<file path="config.mk">
export PLATFORM = sky130hd
export DESIGN_NAME = serial_bank_mapper
export DESIGN_NICKNAME = d
export VERILOG_FILES = /design/src/hdl/sbm_pkg.sv /design/src/hdl/serial_bank_mapper.sv
export SDC_FILE = /design/constraint.sdc
export NUM_CORES = 1
export LEC_CHECK = 0
export BUFFER_PORTS_ARGS = -buffer_cell sky130_fd_sc_hd__buf_2
export CAP_MARGIN = 20
export CORE_UTILIZATION = 45
export DETAILED_ROUTE_END_ITERATION = 8
export PLACE_DENSITY = 0.69
export SYNTH_ARGS = -nofsm -noshare
export SYNTH_HDL_FRONTEND = slang
export SYNTH_SLANG_ARGS = --single-unit
</file>
<file path="constraint.sdc">
create_clock -name i_clk -period 2.1 [get_ports i_clk]
set_input_delay 0.105 -clock i_clk [delete_from_list [all_inputs] [get_ports i_clk]]
set_output_delay 0.105 -clock i_clk [all_outputs]
set_load 0.02 [all_outputs]
</file>
<file path="src/hdl/sbm_pkg.sv">
// ----------------------------------------------------------------------------
// sbm_pkg
// Shared constants for the serial bank mapper: access modes, error codes,
// register selects, register reset values and bank limits.
// ----------------------------------------------------------------------------
package sbm_pkg;

    localparam int unsigned PRG_BANKS_MAX = 16;

    localparam logic [1:0] MODE_CPU_READ  = 2'd0;
    localparam logic [1:0] MODE_PPU_READ  = 2'd1;
    localparam logic [1:0] MODE_CPU_WRITE = 2'd2;
    localparam logic [1:0] MODE_PPU_WRITE = 2'd3;

    localparam logic [1:0] ERR_OK      = 2'd0;
    localparam logic [1:0] ERR_PRG_RAM = 2'd1;
    localparam logic [1:0] ERR_CPU     = 2'd2;
    localparam logic [1:0] ERR_PPU     = 2'd3;

    localparam logic [1:0] REG_CONTROL  = 2'd0;
    localparam logic [1:0] REG_CHR_LOW  = 2'd1;
    localparam logic [1:0] REG_CHR_HIGH = 2'd2;
    localparam logic [1:0] REG_PRG      = 2'd3;

    localparam logic [1:0] PRG_MODE_FIX_FIRST = 2'd2;
    localparam logic [1:0] PRG_MODE_FIX_LAST  = 2'd3;

    localparam logic [4:0] SHIFT_EMPTY     = 5'h10;
    localparam logic [4:0] CTRL_RESET      = 5'h0C;
    localparam logic [4:0] CHR_LOW_RESET   = 5'd0;
    localparam logic [4:0] CHR_HIGH_RESET  = 5'd1;
    localparam logic [3:0] PRG_LOW_RESET   = 4'd0;
    localparam logic [3:0] PRG_HIGH_RESET  = 4'd1;
    localparam logic [4:0] PRG_COUNT_RESET = 5'd2;

    localparam logic [4:0] PRG_BANKS_MAX_W = 5'(PRG_BANKS_MAX);

endpackage

</file>
<file path="src/hdl/serial_bank_mapper.sv">
// ----------------------------------------------------------------------------
// serial_bank_mapper
// Cartridge bank switcher with serial register loading: translates CPU and
// PPU bus accesses into PRG or CHR ROM byte offsets.
// ----------------------------------------------------------------------------
// One access is taken per cycle unless stalled; its result appears in the
// output register on the next cycle. Bank state is updated at the accepting
// edge, so a write affects the very next access. o_in_ready is low only while
// the output register holds a result the sink is not taking in that cycle.
module serial_bank_mapper
    import sbm_pkg::*;
(
    input  logic        i_clk,
    input  logic        i_rst_n,
    input  logic        i_cfg_we,
    input  logic [4:0]  i_cfg_data,
    input  logic        i_in_valid,
    output logic        o_in_ready,
    input  logic [1:0]  i_mode,
    input  logic [15:0] i_address,
    input  logic [7:0]  i_write_data,
    output logic        o_out_valid,
    input  logic        i_out_ready,
    output logic        o_target_rom,
    output logic [17:0] o_rom_offset,
    output logic [1:0]  o_error_code
);

    logic [4:0]  r_prg_count;
    logic [4:0]  r_shift, n_shift;
    logic [4:0]  r_ctrl, n_ctrl;
    logic [4:0]  r_chr_low, n_chr_low;
    logic [4:0]  r_chr_high, n_chr_high;
    logic [3:0]  r_prg_low, n_prg_low;
    logic [3:0]  r_prg_high, n_prg_high;

    logic        r_out_valid;
    logic        r_target, n_target;
    logic [17:0] r_offset, n_offset;
    logic [1:0]  r_err, n_err;

    logic        accept;
    logic [4:0]  value;
    logic [3:0]  last_bank;
    logic [12:0] chr_split;

    assign o_in_ready = !r_out_valid || i_out_ready;
    assign accept     = i_in_valid && o_in_ready;
    assign value      = {i_write_data[0], r_shift[4:1]};
    assign chr_split  = r_ctrl[4] ? 13'h1000 : 13'h0000;

    always_comb begin
        if (r_prg_count == 5'd0) begin
            last_bank = 4'd0;
        end else if (r_prg_count > PRG_BANKS_MAX_W) begin
            last_bank = 4'(PRG_BANKS_MAX_W - 5'd1);
        end else begin
            last_bank = 4'(r_prg_count - 5'd1);
        end
    end

    // result of the access
    always_comb begin
        n_target = 1'b0;
        n_offset = '0;
        n_err    = ERR_OK;
        case (i_mode)
            MODE_CPU_READ: begin
                if (i_address[15:14] == 2'b11) begin
                    n_offset = {r_prg_high, i_address[13:0]};
                end else if (i_address[15]) begin
                    n_offset = {r_prg_low, i_address[13:0]};
                end else if (i_address[14:13] == 2'b11) begin
                    n_err = ERR_PRG_RAM;
                end else begin
                    n_err = ERR_CPU;
                end
            end
            MODE_PPU_READ: begin
                n_target = 1'b1;
                if (i_address[15:13] != 3'd0) begin
                    n_err = ERR_PPU;
                end else if (!r_ctrl[4] || (i_address[12:0] < chr_split)) begin
                    n_offset = {1'b0, r_chr_low, 12'h000} + {5'd0, i_address[12:0]};
                end else begin
                    n_offset = {1'b0, r_chr_high, i_address[11:0]};
                end
            end
            default: begin
            end
        endcase
    end

    // serial register and bank updates
    always_comb begin
        n_shift    = r_shift;
        n_ctrl     = r_ctrl;
        n_chr_low  = r_chr_low;
        n_chr_high = r_chr_high;
        n_prg_low  = r_prg_low;
        n_prg_high = r_prg_high;
        if ((i_mode == MODE_CPU_WRITE) && i_address[15]) begin
            if (i_write_data[7]) begin
                n_shift = SHIFT_EMPTY;
                n_ctrl  = r_ctrl | CTRL_RESET;
            end else if (!r_shift[0]) begin
                n_shift = value;
            end else begin
                n_shift = SHIFT_EMPTY;
                case (i_address[14:13])
                    REG_CONTROL: n_ctrl = value;
                    REG_CHR_LOW: n_chr_low = r_ctrl[4] ? value : {value[4:1], 1'b0};
                    REG_CHR_HIGH: begin
                        if (r_ctrl[4]) begin
                            n_chr_high = value;
                        end
                    end
                    REG_PRG: begin
                        case (r_ctrl[3:2])
                            PRG_MODE_FIX_FIRST: begin
                                n_prg_low  = 4'd0;
                                n_prg_high = value[3:0];
                            end
                            PRG_MODE_FIX_LAST: begin
                                n_prg_low  = value[3:0];
                                n_prg_high = last_bank;
                            end
                            default: begin
                                n_prg_low  = {value[3:1], 1'b0};
                                n_prg_high = {value[3:1], 1'b1};
                            end
                        endcase
                    end
                endcase
            end
        end
    end

    always_ff @(posedge i_clk) begin
        if (!i_rst_n) begin
            r_prg_count <= PRG_COUNT_RESET;
            r_shift     <= SHIFT_EMPTY;
            r_ctrl      <= CTRL_RESET;
            r_chr_low   <= CHR_LOW_RESET;
            r_chr_high  <= CHR_HIGH_RESET;
            r_prg_low   <= PRG_LOW_RESET;
            r_prg_high  <= PRG_HIGH_RESET;
            r_out_valid <= 1'b0;
        end else begin
            if (i_cfg_we) begin
                r_prg_count <= i_cfg_data;
            end
            if (accept) begin
                r_shift    <= n_shift;
                r_ctrl     <= n_ctrl;
                r_chr_low  <= n_chr_low;
                r_chr_high <= n_chr_high;
                r_prg_low  <= n_prg_low;
                r_prg_high <= n_prg_high;
            end
            if (o_in_ready) begin
                r_out_valid <= i_in_valid;
            end
        end
    end

    always_ff @(posedge i_clk) begin
        if (accept) begin
            r_target <= n_target;
            r_offset <= n_offset;
            r_err    <= n_err;
        end
    end

    assign o_out_valid  = r_out_valid;
    assign o_target_rom = r_target;
    assign o_rom_offset = r_offset;
    assign o_error_code = r_err;

endmodule

</file>
==> results.rst <==
.. list-table::
   :header-rows: 1

   * - Metric
     - Value
   * - Net count reported at finish
     - 335
   * - Cell accounting for the most synthesized area
     - dfxtp_1
   * - Outcome
     - complete, no violations
   * - Antenna violations before repair
     - 0
   * - Fraction of synthesized cell area taken by the top area cell type
     - 0.257
   * - Dpl hpwl
     - 3470 µm
   * - Post-DRT Antenna Nets
     - 0
   * - Final worst clock skew
     - 12.8 ps
   * - Combinational group share of total power
     - 0.105
   * - Number of placement rows
     - 26
   * - Synth Area per Inst
     - 10.3 µm²
   * - Post-synth EDFFs
     - 21
   * - Die span in y
     - between 70 and 80 µm
   * - Worst Hold Class
     - input pin to register
   * - Net switching fraction of the power
     - 0.250
   * - Effective utilization at floorplan
     - 0.479
   * - Hold-fix buffer count after cts
     - 0
   * - Clock input transition at the sequential cells of the worst setup and hold paths
     - approximately 100 ps
   * - Worst-margin pin slew
     - between 800 and 900 ps
   * - Total of warnings raised by yosys
     - 0
   * - Predominant post-synthesis flop cell
     - dfxtp_1
   * - Cell area power density
     - 651 mW/mm²
   * - Most frequent cell after synthesis
     - dfxtp_1
   * - Die area
     - approximately 0.006 mm²
   * - Crit Path Category
     - register to register
   * - Maximum Capacitance Violations
     - 0
   * - Die Span X
     - 76.4 µm
   * - RSZ-0062 raised after global routing
     - false
   * - Resized cells post-CTS
     - 0
   * - Initial drt markers
     - 51
   * - Final number of max-transition violations
     - 0
   * - Data arrival time of the critical path
     - 2120 ps
   * - Final Total Pwr
     - approximately 0.0019 W
   * - Synth top cells by count
     - dfxtp_1, mux2i_1, edfxtp_1
   * - Vias per inst
     - 5.21
   * - Clock tree from TritonCTS
     - yes
   * - Max transition margin
     - 0.411
   * - CTS root buffer
     - clkbuf_8
   * - Setup slack of the most critical reg-to-reg path
     - 150 ps
   * - Proportion of power drawn by the clock network
     - 0.307
   * - Pin count of the biggest net entering global routing
     - 34
   * - Wire length of the first global-routing pass
     - 7940 µm
   * - DR pass1 iterations
     - 4
   * - Cells after synthesis
     - 243
   * - Highest clock frequency the design can meet
     - just over 500 MHz
   * - Remaining DRCs
     - 0
   * - Highest fanout seen on the critical path
     - 5
   * - Area growth from synthesis to layout
     - 17.1%
   * - Ratio of cells with drive above 1 in the final layout
     - 0.256
   * - Power spent charging and discharging nets
     - 0.000474 W
   * - Routability congestion estimate
     - 0.726
   * - Post-CTS Setup Inserts
     - 0
   * - Part of the power in registers
     - 0.588
   * - Final-report setup violation count
     - 0
   * - Overflow left after global routing
     - 0
   * - Maximum ir drop on the vdd rail
     - 0.000405 V
   * - Flip-flop and latch count after synthesis
     - 53
   * - Number of clock sinks seen by CTS
     - 53
   * - Crit path time final
     - around 2000 ps
   * - Diodes inserted
     - 0
   * - Share of synthesized registers carrying an async set or reset
     - 0
   * - Sort of element at the end of the critical path
     - register
   * - Net Count, Synth
     - 282
   * - Share of the cycle needed by the critical path after routing
     - 0.929
   * - Via count of the first global-routing pass
     - roughly 1700
   * - Power Internal
     - approximately 0.0014 W
   * - Cell area after synthesis
     - between 0.002 and 0.0025 mm²
   * - Num ports
     - 59
   * - Total via count in the routed design
     - 1913
   * - H-Tree Depth
     - 2
   * - Clock latency reported for the late side of the worst-skew pair
     - slightly above 300 ps
   * - Port bufs
     - between 50 and 60
   * - Critical path required time
     - 2270 ps
   * - Total negative slack for setup checks
     - 0 ps
   * - Cells taking the most area after synthesis
     - dfxtp_1, edfxtp_1, mux2i_1
   * - Leakage Power
     - 1.15 nW
   * - Fill cell count
     - 477
   * - Area of the core region
     - around 0.0052 mm²
   * - Sequential cell area fraction in the yosys report
     - 0.510
   * - Total routing usage reported by global routing
     - 0.171
   * - Clock buffer count from CTS
     - 5
   * - Critical Path Source Type
     - register
   * - Final-report hold violation count
     - 0
   * - Detailed Route WL
     - 4800 µm
   * - Count of unique library cells instantiated by Yosys
     - 45
   * - Max clock buf depth
     - 2
   * - Wire length per cell
     - 13.1 µm
[power by group through the flow]
stage                     registers, W  clock network (W)   logic, W
after floorplan                0.00117                  0  0.0000910
after global placement         0.00114                  0   0.000196
after detailed placement       0.00114                  0   0.000198
after CTS                      0.00112           0.000597   0.000199
after global routing           0.00112           0.000639   0.000217
final                          0.00112           0.000583   0.000199
[placed cells by master (no fill, tap or decap), types with 2 or more instances in the layout]
master and count:
o21ai_0 11, clkbuf_8 5, nor4b_1 2, buf_2 52
a21oi_1 7, a31oi_1 2, a21boi_0 8, nor2_1 9
nor3_1 2, mux2i_1 22, ha_1 3, edfxtp_1 21
o22ai_1 3, nor4_1 3, buf_4 6, inv_1 9
dfxtp_1 32, nand3_1 12, nor4_2 2, and2_1 13
nor2b_1 15, maj3_1 2, nand2b_1 5, and3_1 2
xnor2_1 3, nand2_1 20, or2_2 5
[stage by stage]
| step | area (µm²) | hold slack, ps | instances | utilization | setup slack (ps) |
|---|---|---|---|---|---|
| 3_3_place_gp | 2820 | 330 | 359 | 0.543 | 218 |
| 4_1_cts | 2920 | 4.58 | 367 | 0.561 | 162 |
| 2_1_floorplan | 2490 | 229 | 243 | - | 238 |
| 6_report | 2920 | 12.5 | 367 | 0.561 | 149 |
| 3_5_place_dp | 2820 | 326 | 359 | 0.543 | 172 |
| 5_1_grt | 2920 | 8.16 | 367 | 0.561 | 86.7 |
[final cells by class]
type                       instances  area [µm²]  share of cell area
clock buffer                       5        68.8              0.0236
clock inverter                     3        25.0             0.00858
tap                               70        87.6              0.0300
inverter                           9        33.8              0.0116
sequential                        53        1270               0.436
multi-input combinational        169        1130               0.386
timing repair buffer              58         305               0.105
[metal layers]
| layer | vias up | GRT usage | wire length, µm |
|---|---|---|---|
| met5 | - | 0 | 0 |
| met4 | 0 | 0.0577 | 64 |
| met3 | 6 | 0.0359 | 216 |
| met2 | 51 | 0.287 | 2230 |
| met1 | 888 | 0.219 | 2290 |
| li1 | 968 | - | - |
[final timing paths]
| kind | from | depth (start not counted) | to |
|---|---|---|---|
| setup / recovery | r_prg_count[0] | 6 | r_prg_high[0] |
| hold reg to reg | r_prg_low[0] | 2 | r_prg_low[0] |
| setup reg to reg | r_prg_count[0] | 6 | r_prg_high[0] |
| hold / removal | i_cfg_data[1] | 3 | r_prg_count[1] |
[registers in the layout, indices dropped and copies added (netlist names)]
register / cells
o_rom_offset: 18
r_chr_high: 5
r_chr_low: 5
r_prg_count: 5
r_shift: 5
r_prg_high: 4
r_prg_low: 4
r_ctrl: 3
o_error_code: 2
o_out_valid: 1
o_target_rom: 1
[critical path, stage by stage, from the launching register on]
cell and delay [ps]:
dfxtp_1 350, inv_1 90, ha_1 220, or3b_2 480, maj3_1 370, a211oi_1 220, o21ai_0 90
[cell families after synthesis]
logic type / Yosys count / share of synthesized area
AOI/OAI and AO/OA: 41 / 0.106
xor gates and xnor gates: 3 / 0.0105
adders and majority gates: 5 / 0.0231
buffers and inverters: 21 / 0.0377
DFF: 53 / 0.510
muxes: 22 / 0.0884
and+or+nand+nor: 98 / 0.224
No activity file was read; power rests on OpenSTA's default activity.
